**src/design/msd_pkg.sv**
```systemverilog
// ----------------------------------------------------------------------------
// msd_pkg
// Types, codes and prefix pattern tables for the exclusive message decoder.
// ----------------------------------------------------------------------------
package msd_pkg;

  localparam int PAT_NUM = 9;
  localparam int PAT_POS = 9;
  localparam int POS_W   = 4;
  localparam logic [POS_W-1:0] POS_MAX = '1;

  typedef enum logic [1:0] {
    CMD_NONE   = 2'd0,
    CMD_RESET  = 2'd1,
    CMD_VOLUME = 2'd2,
    CMD_DRUM   = 2'd3
  } cmd_kind_t;

  typedef enum logic [2:0] {
    MODE_GM1  = 3'd0,
    MODE_GM2  = 3'd1,
    MODE_GS   = 3'd2,
    MODE_SET1 = 3'd3,
    MODE_SET2 = 3'd4,
    MODE_XG   = 3'd5
  } sys_mode_t;

  typedef struct packed {
    logic [PAT_NUM-1:0] alive;
    logic [PAT_NUM-1:0] hit;
  } msd_match_t;

  // Byte positions a pattern reads its captured fields from
  localparam logic [POS_W-1:0] POS_PART   = 4'd5;
  localparam logic [POS_W-1:0] POS_VOLUME = 4'd6;
  localparam logic [POS_W-1:0] POS_DRUM   = 4'd7;

  localparam logic [7:0] PAT_VAL [PAT_NUM][PAT_POS] = '{
    '{8'h7E, 8'h7F, 8'h09, 8'h01, 8'h00, 8'h00, 8'h00, 8'h00, 8'h00},
    '{8'h7E, 8'h7F, 8'h09, 8'h03, 8'h00, 8'h00, 8'h00, 8'h00, 8'h00},
    '{8'h7E, 8'h7F, 8'h09, 8'h02, 8'h00, 8'h00, 8'h00, 8'h00, 8'h00},
    '{8'h7E, 8'h7F, 8'h00, 8'h04, 8'h01, 8'h00, 8'h00, 8'h00, 8'h00},
    '{8'h41, 8'h00, 8'h42, 8'h12, 8'h40, 8'h00, 8'h7F, 8'h00, 8'h41},
    '{8'h41, 8'h00, 8'h42, 8'h12, 8'h00, 8'h00, 8'h7F, 8'h00, 8'h01},
    '{8'h41, 8'h00, 8'h42, 8'h12, 8'h00, 8'h00, 8'h7F, 8'h01, 8'h00},
    '{8'h41, 8'h00, 8'h42, 8'h12, 8'h40, 8'h10, 8'h15, 8'h00, 8'h00},
    '{8'h43, 8'h00, 8'h4C, 8'h00, 8'h00, 8'h7E, 8'h00, 8'h00, 8'h00}
  };

  localparam logic [7:0] PAT_MASK [PAT_NUM][PAT_POS] = '{
    '{8'hFF, 8'hFF, 8'hFF, 8'hFF, 8'h00, 8'h00, 8'h00, 8'h00, 8'h00},
    '{8'hFF, 8'hFF, 8'hFF, 8'hFF, 8'h00, 8'h00, 8'h00, 8'h00, 8'h00},
    '{8'hFF, 8'hFF, 8'hFF, 8'hFF, 8'h00, 8'h00, 8'h00, 8'h00, 8'h00},
    '{8'hFF, 8'hFF, 8'h00, 8'hFF, 8'hFF, 8'hFF, 8'h00, 8'h00, 8'h00},
    '{8'hFF, 8'h00, 8'hFF, 8'hFF, 8'hFF, 8'hFF, 8'hFF, 8'hFF, 8'hFF},
    '{8'hFF, 8'h00, 8'hFF, 8'hFF, 8'hFF, 8'hFF, 8'hFF, 8'hFF, 8'hFF},
    '{8'hFF, 8'h00, 8'hFF, 8'hFF, 8'hFF, 8'hFF, 8'hFF, 8'hFF, 8'hFF},
    '{8'hFF, 8'h00, 8'hFF, 8'hFF, 8'hFF, 8'hF0, 8'hFF, 8'h00, 8'h00},
    '{8'hFF, 8'h00, 8'hFF, 8'hFF, 8'hFF, 8'hFF, 8'hFF, 8'h00, 8'h00}
  };

  // last body position of each prefix
  localparam logic [POS_W-1:0] PAT_END [PAT_NUM] = '{
    4'd3, 4'd3, 4'd3, 4'd6, 4'd8, 4'd8, 4'd8, 4'd7, 4'd6
  };

  localparam cmd_kind_t PAT_KIND [PAT_NUM] = '{
    CMD_RESET, CMD_RESET, CMD_RESET, CMD_VOLUME, CMD_RESET,
    CMD_RESET, CMD_RESET, CMD_DRUM, CMD_RESET
  };

  localparam sys_mode_t PAT_MODE [PAT_NUM] = '{
    MODE_GM1, MODE_GM2, MODE_GS, MODE_GM1, MODE_GS,
    MODE_SET1, MODE_SET2, MODE_GM1, MODE_XG
  };

endpackage

```
**src/design/msd_if.sv**
```systemverilog
// ----------------------------------------------------------------------------
// msd_in_if / msd_out_if
// Valid/ready channels for message bytes and decoded commands.
// ----------------------------------------------------------------------------
interface msd_in_if;
  logic       valid;
  logic       ready;
  logic [7:0] message_byte;
  logic       last_byte;

  modport source (output valid, output message_byte, output last_byte, input ready);
  modport sink   (input valid, input message_byte, input last_byte, output ready);
endinterface

interface msd_out_if;
  logic       valid;
  logic       ready;
  logic [1:0] command_kind;
  logic [2:0] system_mode;
  logic [7:0] volume_level;
  logic [3:0] part_number;
  logic       drum_enable;

  modport source (output valid, output command_kind, output system_mode,
                  output volume_level, output part_number, output drum_enable,
                  input ready);
  modport sink   (input valid, input command_kind, input system_mode,
                  input volume_level, input part_number, input drum_enable,
                  output ready);
endinterface

```
**src/design/msd_match.sv**
```systemverilog
// ----------------------------------------------------------------------------
// msd_match
// Checks one byte against all prefix patterns at its body position.
// ----------------------------------------------------------------------------
module msd_match
  import msd_pkg::*;
(
  input  logic [7:0]       msg_byte,
  input  logic [POS_W-1:0] pos,
  input  logic [PAT_NUM-1:0] alive,
  output msd_match_t       match
);

  localparam logic [POS_W-1:0] POS_LIMIT = POS_W'(PAT_POS);

  logic             in_table;
  logic [POS_W-1:0] idx;
  logic [7:0]       mask;

  assign in_table = (pos < POS_LIMIT);
  assign idx      = in_table ? pos : '0;

  always_comb begin
    for (int k = 0; k < PAT_NUM; k++) begin
      mask = PAT_MASK[k][idx];
      match.alive[k] = alive[k];
      if (in_table && (pos <= PAT_END[k]) && (mask != 8'h00) &&
          ((msg_byte & mask) != PAT_VAL[k][idx])) begin
        match.alive[k] = 1'b0;
      end
      match.hit[k] = match.alive[k] && (pos >= PAT_END[k]);
    end
  end

endmodule

```
**src/design/midi_sysex_command_decoder.sv**
```systemverilog
// ----------------------------------------------------------------------------
// midi_sysex_command_decoder
// Decodes reset, master volume and drum part commands from exclusive messages.
// ----------------------------------------------------------------------------
// Feed the message body one byte per item, maker byte first, with last_byte
// set on the final byte. Items may arrive back to back while no result waits;
// only the flagged byte yields a command item, by way of the input register
// and then the compare and result register. A waiting result stalls a
// flagged byte in the input register, and the input with it; other bytes flow.
// State clears after each flagged byte, ready for the next message.
module midi_sysex_command_decoder
  import msd_pkg::*;
(
  input  logic             clk,
  input  logic             rst_n,
  msd_in_if.sink           in_ch,
  msd_out_if.source        out_ch
);

  logic                s1_v_r;
  logic [7:0]          s1_byte_r;
  logic                s1_last_r;
  logic                s1_go;

  logic [POS_W-1:0]    pos_r;
  logic [PAT_NUM-1:0]  alive_r;
  logic [7:0]          vol_r,  vol_nxt;
  logic [3:0]          part_r, part_nxt;
  logic                drum_r, drum_nxt;
  msd_match_t          match;

  logic                out_v_r;
  cmd_kind_t           kind_r,  kind_nxt;
  sys_mode_t           mode_r,  mode_nxt;
  logic [7:0]          olvl_r,  olvl_nxt;
  logic [3:0]          opart_r, opart_nxt;
  logic                odrum_r, odrum_nxt;
  logic                found;

  assign s1_go       = s1_v_r && (!s1_last_r || !out_v_r || out_ch.ready);
  assign in_ch.ready = !s1_v_r || s1_go;

  always_ff @(posedge clk) begin
    if (!rst_n) begin
      s1_v_r <= 1'b0;
    end else if (in_ch.ready) begin
      s1_v_r <= in_ch.valid;
    end
  end

  always_ff @(posedge clk) begin
    if (in_ch.ready && in_ch.valid) begin
      s1_byte_r <= in_ch.message_byte;
      s1_last_r <= in_ch.last_byte;
    end
  end

  msd_match u_match (
    .msg_byte (s1_byte_r),
    .pos      (pos_r),
    .alive    (alive_r),
    .match    (match)
  );

  assign vol_nxt  = (pos_r == POS_VOLUME) ? s1_byte_r : vol_r;
  assign part_nxt = (pos_r == POS_PART)   ? s1_byte_r[3:0] : part_r;
  assign drum_nxt = (pos_r == POS_DRUM)   ? (s1_byte_r != 8'h00) : drum_r;

  always_ff @(posedge clk) begin
    if (!rst_n) begin
      pos_r   <= '0;
      alive_r <= '1;
      vol_r   <= '0;
      part_r  <= '0;
      drum_r  <= 1'b0;
    end else if (s1_go) begin
      if (s1_last_r) begin
        pos_r   <= '0;
        alive_r <= '1;
        vol_r   <= '0;
        part_r  <= '0;
        drum_r  <= 1'b0;
      end else begin
        pos_r   <= (pos_r == POS_MAX) ? pos_r : pos_r + 1'b1;
        alive_r <= match.alive;
        vol_r   <= vol_nxt;
        part_r  <= part_nxt;
        drum_r  <= drum_nxt;
      end
    end
  end

  // first matching pattern in table order wins
  always_comb begin
    found     = 1'b0;
    kind_nxt  = CMD_NONE;
    mode_nxt  = MODE_GM1;
    olvl_nxt  = '0;
    opart_nxt = '0;
    odrum_nxt = 1'b0;
    for (int k = 0; k < PAT_NUM; k++) begin
      if (!found && match.hit[k]) begin
        found    = 1'b1;
        kind_nxt = PAT_KIND[k];
        unique case (PAT_KIND[k])
          CMD_RESET:  mode_nxt = PAT_MODE[k];
          CMD_VOLUME: olvl_nxt = vol_nxt;
          CMD_DRUM: begin
            opart_nxt = part_nxt;
            odrum_nxt = drum_nxt;
          end
          default: ;
        endcase
      end
    end
  end

  always_ff @(posedge clk) begin
    if (!rst_n) begin
      out_v_r <= 1'b0;
    end else if (s1_go && s1_last_r) begin
      out_v_r <= 1'b1;
    end else if (out_ch.ready) begin
      out_v_r <= 1'b0;
    end
  end

  always_ff @(posedge clk) begin
    if (s1_go && s1_last_r) begin
      kind_r  <= kind_nxt;
      mode_r  <= mode_nxt;
      olvl_r  <= olvl_nxt;
      opart_r <= opart_nxt;
      odrum_r <= odrum_nxt;
    end
  end

  assign out_ch.valid        = out_v_r;
  assign out_ch.command_kind = kind_r;
  assign out_ch.system_mode  = mode_r;
  assign out_ch.volume_level = olvl_r;
  assign out_ch.part_number  = opart_r;
  assign out_ch.drum_enable  = odrum_r;

endmodule

```
**src/flat_wrapper.sv**
```systemverilog
// flat-port wrapper written by rule: the top's interface ports become plain ports
module midi_sysex_command_decoder_flat import msd_pkg::*;
  (clk, rst_n, in_ch_valid, in_ch_message_byte, in_ch_last_byte, in_ch_ready, out_ch_valid, out_ch_command_kind, out_ch_system_mode, out_ch_volume_level, out_ch_part_number, out_ch_drum_enable, out_ch_ready);
  msd_in_if in_ch_i ();
  msd_out_if out_ch_i ();
  input  logic clk;
  input  logic rst_n;
  input wire logic [$bits(in_ch_i.valid)-1:0] in_ch_valid;
  input wire logic [$bits(in_ch_i.message_byte)-1:0] in_ch_message_byte;
  input wire logic [$bits(in_ch_i.last_byte)-1:0] in_ch_last_byte;
  output wire logic [$bits(in_ch_i.ready)-1:0] in_ch_ready;
  output wire logic [$bits(out_ch_i.valid)-1:0] out_ch_valid;
  output wire logic [$bits(out_ch_i.command_kind)-1:0] out_ch_command_kind;
  output wire logic [$bits(out_ch_i.system_mode)-1:0] out_ch_system_mode;
  output wire logic [$bits(out_ch_i.volume_level)-1:0] out_ch_volume_level;
  output wire logic [$bits(out_ch_i.part_number)-1:0] out_ch_part_number;
  output wire logic [$bits(out_ch_i.drum_enable)-1:0] out_ch_drum_enable;
  input wire logic [$bits(out_ch_i.ready)-1:0] out_ch_ready;
  assign in_ch_i.valid = in_ch_valid;
  assign in_ch_i.message_byte = in_ch_message_byte;
  assign in_ch_i.last_byte = in_ch_last_byte;
  assign in_ch_ready = in_ch_i.ready;
  assign out_ch_valid = out_ch_i.valid;
  assign out_ch_command_kind = out_ch_i.command_kind;
  assign out_ch_system_mode = out_ch_i.system_mode;
  assign out_ch_volume_level = out_ch_i.volume_level;
  assign out_ch_part_number = out_ch_i.part_number;
  assign out_ch_drum_enable = out_ch_i.drum_enable;
  assign out_ch_i.ready = out_ch_ready;
  midi_sysex_command_decoder u_core (.clk(clk), .rst_n(rst_n), .in_ch(in_ch_i), .out_ch(out_ch_i));
endmodule
```
**config.mk**
```make
export PLATFORM = sky130hd
export DESIGN_NAME = midi_sysex_command_decoder_flat
export DESIGN_NICKNAME = d
export VERILOG_FILES = /design/src/design/msd_pkg.sv /design/src/design/msd_if.sv /design/src/design/msd_match.sv /design/src/design/midi_sysex_command_decoder.sv /design/src/flat_wrapper.sv
export SDC_FILE = /design/constraint.sdc
export NUM_CORES = 1
export LEC_CHECK = 0
export ABC_AREA = 1
export ABC_CLOCK_PERIOD_IN_PS = 4000
export BUFFER_PORTS_ARGS = -buffer_cell sky130_fd_sc_hd__clkbuf_2
export CORE_MARGIN = 5
export CORE_UTILIZATION = 60
export CTS_CLUSTER_SIZE = 28
export DETAILED_ROUTE_END_ITERATION = 16
export PLACE_DENSITY = 0.85
export SETUP_SLACK_MARGIN = 0.4
export SLEW_MARGIN = 20
export SYNTH_ARGS = -nofsm -noshare
export SYNTH_HDL_FRONTEND = slang
export SYNTH_SLANG_ARGS = --single-unit
```
**constraint.sdc**
```tcl
create_clock -name clk -period 4 [get_ports clk]
set_clock_uncertainty 0.15 [all_clocks]
set_input_delay 0.4 -clock clk [delete_from_list [all_inputs] [get_ports clk]]
set_output_delay 0.4 -clock clk [all_outputs]
set_load 0.005 [all_outputs]
```
==> out/qor.yml, run 1 <==
outcome:
  outcome: "completed"
critical_path:
  crit_type: "register to register"
  reg2reg_slack_ns: 0.62
  crit_fanout: 8
  worstSetupEndpointType: "register"
  start_kind: "register"
  cp.required_ns: 3.92
  arrival_ns: 3.30
pwr:
  peakVddDrop_uv: 255
  fin_total_pwr_uw: 1070
  p_leak_uw: 0.00186
  pwr_density_cell_mw_per_mm2: 279
timing:
  period_share: 0.844
  slew_headroom: 0.383
  hold_violations: 0
  finalCriticalPeriod_ns: 3.38
  finalSetupViolCount: 0
  worstMarginPinSlew_ns: 0.924
  setup-tns-final_ns: 0
  rsz0062_at_grt: "no"
  slew_violations: 0
  fmax_mhz: 296
yosys:
  yosys.area_share.simple: 0.369
  synth_compound_area_frac: 0.103
  synth_top_family_by_area: "simple AND/OR/NAND/NOR gates"
  synth_seq_cells: 55
  syn_avg_cell_area_um2: 7.13
  seq_area_frac_synth: 0.385
  synthCells: 500
  synth_xor_area_frac: 0.00737
  synthAdderAreaFrac: 0.0421
  netlist_area_mm2: 0.00356
  yosys_warnings: 0
  synthMuxAreaShare: 0
  syn_nets: 525
  synth_cell_types: 36
drt:
  num_vias: 3376
  drt_iter0_markers: 356
  wirelength_mm: 9.12
  wl_per_cell_um: 15.1
  vias_per_cell: 5.60
  antenna_left: 0
  dr.pass1.iters: 6
  drc: 0
layout:
  multi_input_area_mm2: 0.00187
  finalNonFillerCells: 603
  final_area_mm2: 0.00383
  fill_cells: 513
  finish.net_count: 552
  syn_to_final_growth_pct: 7.55
  antenna_cells: 0
  layout-drive-gt1-share: 0.172
  seq_area_mm2: 0.00137
place:
  dp_hpwl_mm: 6.82
  placedCellCount: 595
  port_buffers: 32
  place_area_mm2: 0.00373
  finalWeightedCongestion: 0.986
floorplanning:
  design.die.area_mm2: 0.00758
  die_y_um: 87.1
  die_w_um: 87.1
  rows: 28
  io_pins: 33
  coreArea_mm2: 0.00585
  start_util: 0.609
clock_network:
  htree_levels: 2
  clk_pin_slew_ns: 0.11
  clock_latency_ns: 0.31
  numCtsBuffers: 5
  cts.sinks: 55
  root_buffer: "clkbuf_8"
  cts_tree: "yes"
  holdBufCountCts: 0
  clockBufferDepth: 2
job:
  cap_violations: 0
global_routing:
  grt_usage: 0.254
  antenna_found_initial: 0
  grt_pass1_wl_mm: 15.1
  grt_pass1_vias: 3185
  grt_max_degree: 26
  grt_overflow: 0
worst_hold_path:
  hp-class: "input pin to register"
[cell type report]
| type | instances | share of cell area |
|---|---|---|
| Tap cell | 75 | 0.0245 |
| Inverter | 64 | 0.0627 |
| Timing Repair Buffer | 33 | 0.0437 |
| Clock inverter | 3 | 0.00620 |
| Clock buffer | 5 | 0.0180 |
| Multi-Input combinational cell | 368 | 0.487 |
| Sequential cell | 55 | 0.358 |
[critical path, cell delays in order (launching register included)]
cell and delay (ns):
dfxtp_2 0.40, inv_2 0.15, ha_1 0.24, nand2_1 0.07
nand2_1 0.12, inv_1 0.09, nor2_4 0.14, inv_1 0.11
ha_1 0.21, inv_1 0.07, nand3_1 0.17, nand2_1 0.12
nand2_1 0.07, inv_1 0.06, nand2_1 0.04, nand2_1 0.06
inv_1 0.04, nor2_2 0.13, nand2_2 0.07, nand2_2 0.10
nand3_4 0.09, nand3_2 0.10, nor2_2 0.06, nor2_1 0.16
nand3_1 0.11
[cells in the mapped netlist]
cell type | instances | area [um^2]
nand3_1 | 35 | 175
a2bb2oi_1 | 4 | 35.0
nand2_1 | 145 | 544
o21bai_1 | 1 | 7.51
nor3_4 | 1 | 16.3
o21ai_2 | 2 | 17.5
dfxtp_1 | 28 | 561
a21oi_1 | 34 | 170
inv_1 | 56 | 210
inv_2 | 7 | 26.3
nand3_2 | 6 | 60.1
nand2_4 | 1 | 11.3
o211ai_1 | 1 | 7.51
clkinv_1 | 1 | 3.75
ha_1 | 12 | 150
or4_1 | 1 | 7.51
nand3_4 | 2 | 35.0
nand2_2 | 7 | 43.8
buf_2 | 1 | 5.00
nand4_4 | 1 | 21.3
or2_1 | 1 | 6.26
xnor2_1 | 1 | 8.76
xor2_1 | 2 | 17.5
clkbuf_1 | 5 | 18.8
nor2_4 | 1 | 11.3
buf_4 | 2 | 15.0
or2_2 | 8 | 50.1
buf_6 | 5 | 56.3
nor3_1 | 1 | 5.00
edfxtp_1 | 27 | 811
nor2_2 | 9 | 56.3
nand3b_1 | 2 | 15.0
o21ai_1 | 3 | 15.0
o21ai_0 | 23 | 115
nand4_1 | 6 | 37.5
nor2_1 | 58 | 218
[through the flow]
step / hold slack (ns) / utilization / setup slack (ns)
floorplan: 0.287 / - / 0.919
global placement: 0.298 / 0.638 / 0.592
detailed placement: 0.305 / 0.638 / 0.425
CTS: 0.0990 / 0.654 / 0.408
global route: 0.0891 / 0.655 / 0.394
finish: 0.108 / 0.655 / 0.625
[path summary, 6_finish.rpt]
check | startpoint | end | cells after the start
min reg2reg | u_core.vol_r[1] | u_core.vol_r[1] | 2
max reg2reg | u_core.pos_r[0] | u_core.out_ch.command_kind[0] | 24
max | u_core.pos_r[0] | u_core.out_ch.command_kind[0] | 24
min | in_ch_message_byte[5] | u_core.s1_byte_r[5] | 1
[layer usage]
| layer | wire (um) | global-route usage | share of wire | up-vias |
|---|---|---|---|---|
| met5 | 0 | 0 | 0 | - |
| met2 | 4120 | 0.409 | 0.45 | 161 |
| met4 | 294 | 0.103 | 0.032 | 0 |
| li1 | - | - | - | 1654 |
| met1 | 3970 | 0.338 | 0.44 | 1538 |
| met3 | 735 | 0.0454 | 0.081 | 23 |
[power breakdown]
group          total [uW]  leakage [uW]  switching (uW)  internal [uW]
Clock                 322     0.0000461             195            127
Sequential            625      0.000486            17.7            607
Combinational         122       0.00133            82.6           39.3
[sequential cells by signal (all words and copies together) (netlist names)]
name and flops:
u_core.out_ch.system_mode 3, u_core.vol_r 8, u_core.out_ch.volume_level 8, u_core.part_r 4, u_core.out_ch.part_number 4, u_core.out_ch.drum_enable 1
u_core.pos_r 4, u_core.out_ch.command_kind 2, u_core.alive_r 9, u_core.s1_byte_r 8, u_core.drum_r 1, u_core.out_ch.valid 1
u_core.s1_last_r 1, u_core.s1_v_r 1
[cell usage in the layout, fill, tap and decap left out, types with 3 or more instances in the layout]
| master | instances |
|---|---|
| a21oi_1 | 34 |
| a2bb2oi_1 | 4 |
| clkbuf_2 | 32 |
| clkbuf_8 | 5 |
| dfxtp_1 | 26 |
| edfxtp_1 | 27 |
| ha_1 | 12 |
| inv_1 | 54 |
| inv_2 | 9 |
| nand2_1 | 145 |
| nand2_2 | 7 |
| nand3_1 | 35 |
| nand3_2 | 6 |
| nand4_1 | 6 |
| nor2_1 | 57 |
| nor2_2 | 9 |
| o21ai_0 | 23 |
| o21ai_1 | 3 |
| or2_2 | 8 |
[cell families after synthesis]
logic type	Yosys count
AO/OA/AOI/OAI	68
XOR/XNOR	3
adder cells (fa/ha/maj)	12
buffers and inverters	77
flip-flops	55
AND/OR/NAND/NOR	285
[timing repair]
action,4_1_cts,5_1_grt
endpoints found under the setup margin,0,18
resized for setup,0,6
endpoints found under the hold margin,0,0
setup buffers,0,0
(Power assumes the default switching activity.)
==> inputs of run 2 (changes only) <==
Settings changed: ABC_AREA 1 to 0, ABC_CLOCK_PERIOD_IN_PS 4000 to 3300.
Clock period 4 ns to 3.3 ns, I/O delays scaled along.
==> run 2 against run 1 <==
The flow now finishes with violations (setup timing). Non-clock buffer count is 55 higher. Register-to-register slack lost 0.72 ns. Die area is essentially flat. Routed wire length rose by 23%. Clock power increased by 21%. Sequential cell count unchanged. Sequential share of layout area is 5.6 points lower. Global-route usage increased by 3.5 points. Critical path type unchanged. Highest routed layer unchanged.
==> out/qor.yml, run 2 <==
outcome:
  outcome: "complete, but fails checks"
  violations: "setup timing"
critical_path:
  critPathMostFrequentCell: "ha_4"
  worstSetupEndpointType: "register"
  cp_top_family: "simple AND/OR/NAND/NOR gates"
  start_kind: "register"
  path_cells: "clkinv_8 > ha_4 > or2b_4 > nand2_4 > nand2_8 > inv_8 > ha_4 > nand3b_1 > nand3_1 > or4_1 > a2111o_1 > o31ai_4 > nand3_2 > o32a_1 > o22ai_2"
  crit_fanout: 5
  arrival_ns: 3.42
  cpMaxStageDelayCell: "or4_1"
  cp.required_ns: 3.33
  crit_type: "register to register"
  slowest_delay_ns: 0.44
  critical_path_buf_inv_count: 2
floorplanning:
  io_pins: 33
  coreArea_mm2: 0.00585
  start_util: 0.609
  design.die.area_mm2: 0.00758
  die_y_um: 87.0
  rows: 28
  die_w_um: 87.0
drt:
  dr.pass1.iters: 10
  num_vias: 3682
  wirelength_mm: 11.3
  wl_per_cell_um: 20.0
  antenna_left: 0
  drt_iter0_markers: 376
  drc: 0
  vias_per_cell: 6.54
global_routing:
  grt_pass1_wl_mm: 16.9
  antenna_found_initial: 0
  grt_pass1_vias: 3480
  grt_usage: 0.289
  grt_max_degree: 28
  grt_overflow: 0
layout:
  finish.net_count: 512
  largest_register: "u_core.alive_r"
  layout-drive-gt1-share: 0.322
  layout_common_cells: "58 x nand2_1, 53 x buf_4, 32 x clkbuf_2, 27 x edfxtp_1"
  final_area_mm2: 0.00455
  syn_to_final_growth_pct: 27.9
  final_common_cell: "nand2_1"
  antenna_cells: 0
  largest_reg_flops: 9
  fill_cells: 403
  postLayoutCoreUtil: 0.778
clock_network:
  clk_pin_slew_ns: 0.10
  cts.sinks: 55
  numCtsBuffers: 5
  htree_levels: 2
  cts_tree: "yes"
  root_buffer: "clkbuf_8"
  clock_latency_ns: 0.33
  holdBufCountCts: 0
  clockBufferDepth: 2
yosys:
  synthCells: 419
  synth_seq_cells: 55
  syn_avg_cell_area_um2: 8.50
  yosys.area.top_type: "edfxtp_1"
  synth_edf_count: 27
  syn_nets: 444
  async_flop_share: 0
  seq_area_frac_synth: 0.385
  netlist_top_cells_area: "edfxtp_1 23%, dfxtp_1 16%, nand2_1 6.3%, a21oi_1 4.5%, ha_1 4.2%"
  yosysMostFrequentCell: "nand2_1"
  synth_cell_types: 71
  synth_commonest_cells: "60 x nand2_1, 32 x a21oi_1, 28 x dfxtp_1"
  netlist_area_mm2: 0.00356
  netlist.area_leader.share: 0.228
  yosys_warnings: 0
  synth_flop_cell: "dfxtp_1"
timing:
  slew_headroom: 0.381
  hold_violations: 0
  finalCriticalPeriod_ns: 3.39
  fmax_mhz: 295
  period_share: 1.03
  setup_slack_ns: -0.0946
  slew_violations: 0
  finalSetupViolCount: 6
  rsz0062_at_grt: "yes"
  worstMarginPinSlew_ns: 0.924
place:
  place_area_mm2: 0.00411
  dp_hpwl_mm: 7.55
  finalWeightedCongestion: 1.03
  port_buffers: 32
pwr:
  peakVddDrop_uv: 258
  fin_total_pwr_uw: 1350
  p_leak_uw: 0.00169
  pwr_density_cell_mw_per_mm2: 296
job:
  cap_violations: 0
worst_hold_path:
  hp-class: "input pin to register"
## run 2: routing by layer
metal / vias up / GRT usage / share of wire / routed length (um)
li1: 1658 / - / - / -
met1: 1716 / 0.358 / 0.38 / 4260
met2: 233 / 0.472 / 0.46 / 5220
met3: 75 / 0.0662 / 0.11 / 1240
met4: 0 / 0.143 / 0.048 / 535
met5: - / 0 / 0 / 0
## run 2: area by class of cell
class	count	area (um^2)	area share
timing repair buffer	88	601	0.132
inverter	14	77.6	0.0170
clock buffer	5	68.8	0.0151
sequential	55	1380	0.302
clock inverter	3	22.5	0.00495
multi-input combinational	323	2310	0.508
tap	75	93.8	0.0206
## run 2: cell families (layout without fill, tap and decap cells)
logic type,after synthesis,after routing,share of synthesized area
simple gates,171,172,0.249
compound gates,126,126,0.238
flops,55,55,0.385
buf+inv,42,110,0.0520
fa+ha+maj,12,12,0.0422
xor+xnor,10,10,0.0246
mux,3,3,0.00878
## run 2: metrics by stage
stage	hold slack, ns	instances	worst slack [ns]	setup TNS [ns]
after detailed placement	0.299	538	-0.0760	-0.0991
after CTS	0.0278	553	-0.00106	-0.00106
after global placement	0.290	538	-0.0346	-0.0346
final	0.0278	563	-0.0946	-0.257
after global routing	0.0190	563	-0.229	-1.55
after floorplan	0.279	419	-0.0921	-0.131
## run 2: repair_timing
item	in CTS	in global routing
setup endpoints to repair	19	22
resized for setup	24	25
pin swaps	14	12
buffers inserted	7	9
cloned	0	1
## run 2: worst paths after layout
path	from	end	slack [ns]	depth (start not counted)
max	u_core.pos_r[0]	u_core.out_ch.system_mode[0]	-0.09	15
max reg2reg	u_core.pos_r[0]	u_core.out_ch.system_mode[0]	-0.09	15
min	in_ch_message_byte[0]	u_core.s1_byte_r[0]	0.03	1
min reg2reg	u_core.alive_r[7]	u_core.alive_r[7]	0.32	2
## run 2: power breakdown
part | total, uW | switching (uW) | leakage, uW | internal (uW)
Clock | 389 | 236 | 0.0000485 | 153
Sequential | 760 | 23.8 | 0.000478 | 736
Combinational | 201 | 113 | 0.00116 | 88.1
==> inputs of run 3 (changes only) <==
Settings changed: ABC_CLOCK_PERIOD_IN_PS 3300 to 3700.
Clock period 3.3 ns to 3.7 ns, I/O delays scaled along.
==> run 3 against run 2 <==
The flow now finishes without violations. Die area is the same. Critical path depth is 2 higher. Non-clock buffer count is 26 lower. Fmax grew 0.82%. Clock power is 15% lower. Register-to-register slack improved by 0.43 ns. Final area fell by 7.3%. Critical path type unchanged. Critical endpoint is now u_core.out_ch.system_mode[1]. Largest cell class unchanged. Highest routed layer unchanged.
==> out/qor.yml, run 3 (same netlist as run 2, synthesis figures left out) <==
pwr:
  peakVddDrop_uv: 245
  p_leak_uw: 0.00152
  pwr_density_cell_mw_per_mm2: 278
floorplanning:
  design.die.area_mm2: 0.00758
  start_util: 0.609
  coreArea_mm2: 0.00585
  die_w_um: 87.0
  rows: 28
  die_y_um: 87.0
  io_pins: 33
drt:
  antenna_left: 0
  met1_length_mm: 4.23
  drt_iter0_markers: 512
  dr.pass1.iters: 5
  top_layer_used: "met4"
  wl_per_cell_um: 19.5
  routed-wl-met2_mm: 4.93
  routed-wl-met3_mm: 1.02
  wirelength_mm: 10.5
  vias_per_cell: 6.49
  drc: 0
  num_vias: 3481
critical_path:
  crit_type: "register to register"
  crit_fanout: 5
  cpMaxStageDelayCell: "dfxtp_4"
  slowest_delay_ns: 0.38
  critical_path_buf_inv_count: 4
  worstSetupEndpointType: "register"
  cp.required_ns: 3.63
  start_kind: "register"
  arrival_ns: 3.29
  cp_top_family: "compound AO/OA/AOI/OAI gates"
  path_cells: "clkinv_8 > ha_4 > or2b_4 > nand2_4 > nand2_8 > inv_6 > ha_4 > nor3b_1 > a2111oi_2 > a31oi_1 > a211o_1 > a211oi_2 > a311o_1 > buf_4 > buf_4 > a2bb2oi_1 > nor2_1"
layout:
  largest_register: "u_core.alive_r"
  final_common_cell: "nand2_1"
  syn_to_final_growth_pct: 18.5
  largest_reg_flops: 9
  layout_common_cells: "57 x nand2_1, 32 x clkbuf_2, 29 x a21oi_1, 29 x buf_4, 27 x edfxtp_1"
  layout-drive-gt1-share: 0.239
  final_area_mm2: 0.00422
  antenna_cells: 0
  finish.net_count: 485
place:
  place_area_mm2: 0.00392
  dp_hpwl_mm: 7.22
  finalWeightedCongestion: 1.01
  port_buffers: 32
  pre_cts_slack_ns: 0.178
clock_network:
  root_buffer: "clkbuf_8"
  cts.sinks: 55
  clk_pin_slew_ns: 0.10
  numCtsBuffers: 5
  clock_latency_ns: 0.31
  holdBufCountCts: 0
  htree_levels: 2
  cts_tree: "yes"
  clockBufferDepth: 2
timing:
  rsz0062_at_grt: "yes"
  period_share: 0.910
  setup_slack_ns: 0.333
  setup-tns-final_ns: 0
  whs_ns: 0.0824
  finalCriticalPeriod_ns: 3.37
  finalSetupViolCount: 0
  slew_headroom: 0.367
  hold_violations: 0
  slew_violations: 0
  fmax_mhz: 297
  worstMarginPinSlew_ns: 0.945
worst_hold_path:
  hp-class: "input pin to register"
global_routing:
  grt_pass1_wl_mm: 16.8
  grt_pass1_vias: 3377
  antenna_found_initial: 0
  grt_max_degree: 28
  grt_usage: 0.285
  grt_overflow: 0
job:
  cap_violations: 0
outcome:
  outcome: "completed"
==> run 3: changes by cell type in the layout (fill, tap and decap cells not counted), sizes merged <==
cell	delta
buf	-26
clkinvlp	+1
inv	-1
or2	-1
==> run 3: path summary, 6_finish.rpt <==
kind	start	end	slack [ns]	depth (start not counted)
setup / recovery	u_core.pos_r[0]	u_core.out_ch.system_mode[1]	0.33	17
hold / removal	in_ch_message_byte[7]	u_core.s1_byte_r[7]	0.08	1
setup reg to reg	u_core.pos_r[0]	u_core.out_ch.system_mode[1]	0.33	17
hold reg to reg	u_core.alive_r[7]	u_core.alive_r[7]	0.33	2
==> run 3: layout make-up <==
cell class	instances	area [um^2]
multi-input cells	322	2200
fillers	429	1630
flip-flops and latches	55	1380
repair buffers	62	389
well taps	75	93.8
inverters	14	75.1
clock buffers	5	68.8
clock inverters	3	20.0
==> run 3: worst reg2reg max path, delay by kind of cell (launching register included) <==
kind	cells	cell delay, ns
buffers and inverters	4	0.42
DFF	1	0.38
adders and majority gates	2	0.28
AOI/OAI and AO/OA	6	1.12
and+or+nand+nor	5	0.79
==> run 3: layer usage <==
metal / vias to the layer above / global-route usage
met5: - / 0
met4: 0 / 0.109
met3: 25 / 0.0473
met2: 224 / 0.450
met1: 1629 / 0.392
li1: 1603 / -
==> run 3: repair_timing <==
action | CTS | global route
hold endpoints to repair | 0 | 0
buffers inserted | 11 | 2
endpoints found under the setup margin | 9 | 10
pin swaps | 14 | 9
cloned | 0 | 0
gates resized for setup | 10 | 12
==> run 3: metrics by stage <==
step | cells | total power, uW | utilization
final | 536 | 1170 | 0.721
after global placement | 515 | 834 | 0.670
after detailed placement | 515 | 837 | 0.670
after global routing | 536 | 1220 | 0.721
after floorplan | 419 | 788 | -
after CTS | 534 | 1170 | 0.708
==> run 3: report_power, final <==
| part | internal, uW | switching, uW | total [uW] |
|---|---|---|---|
| registers | 657 | 24.6 | 681 |
| clock network | 132 | 198 | 330 |
| logic | 67.2 | 93.9 | 161 |
| total | 856 | 316 | 1170 |
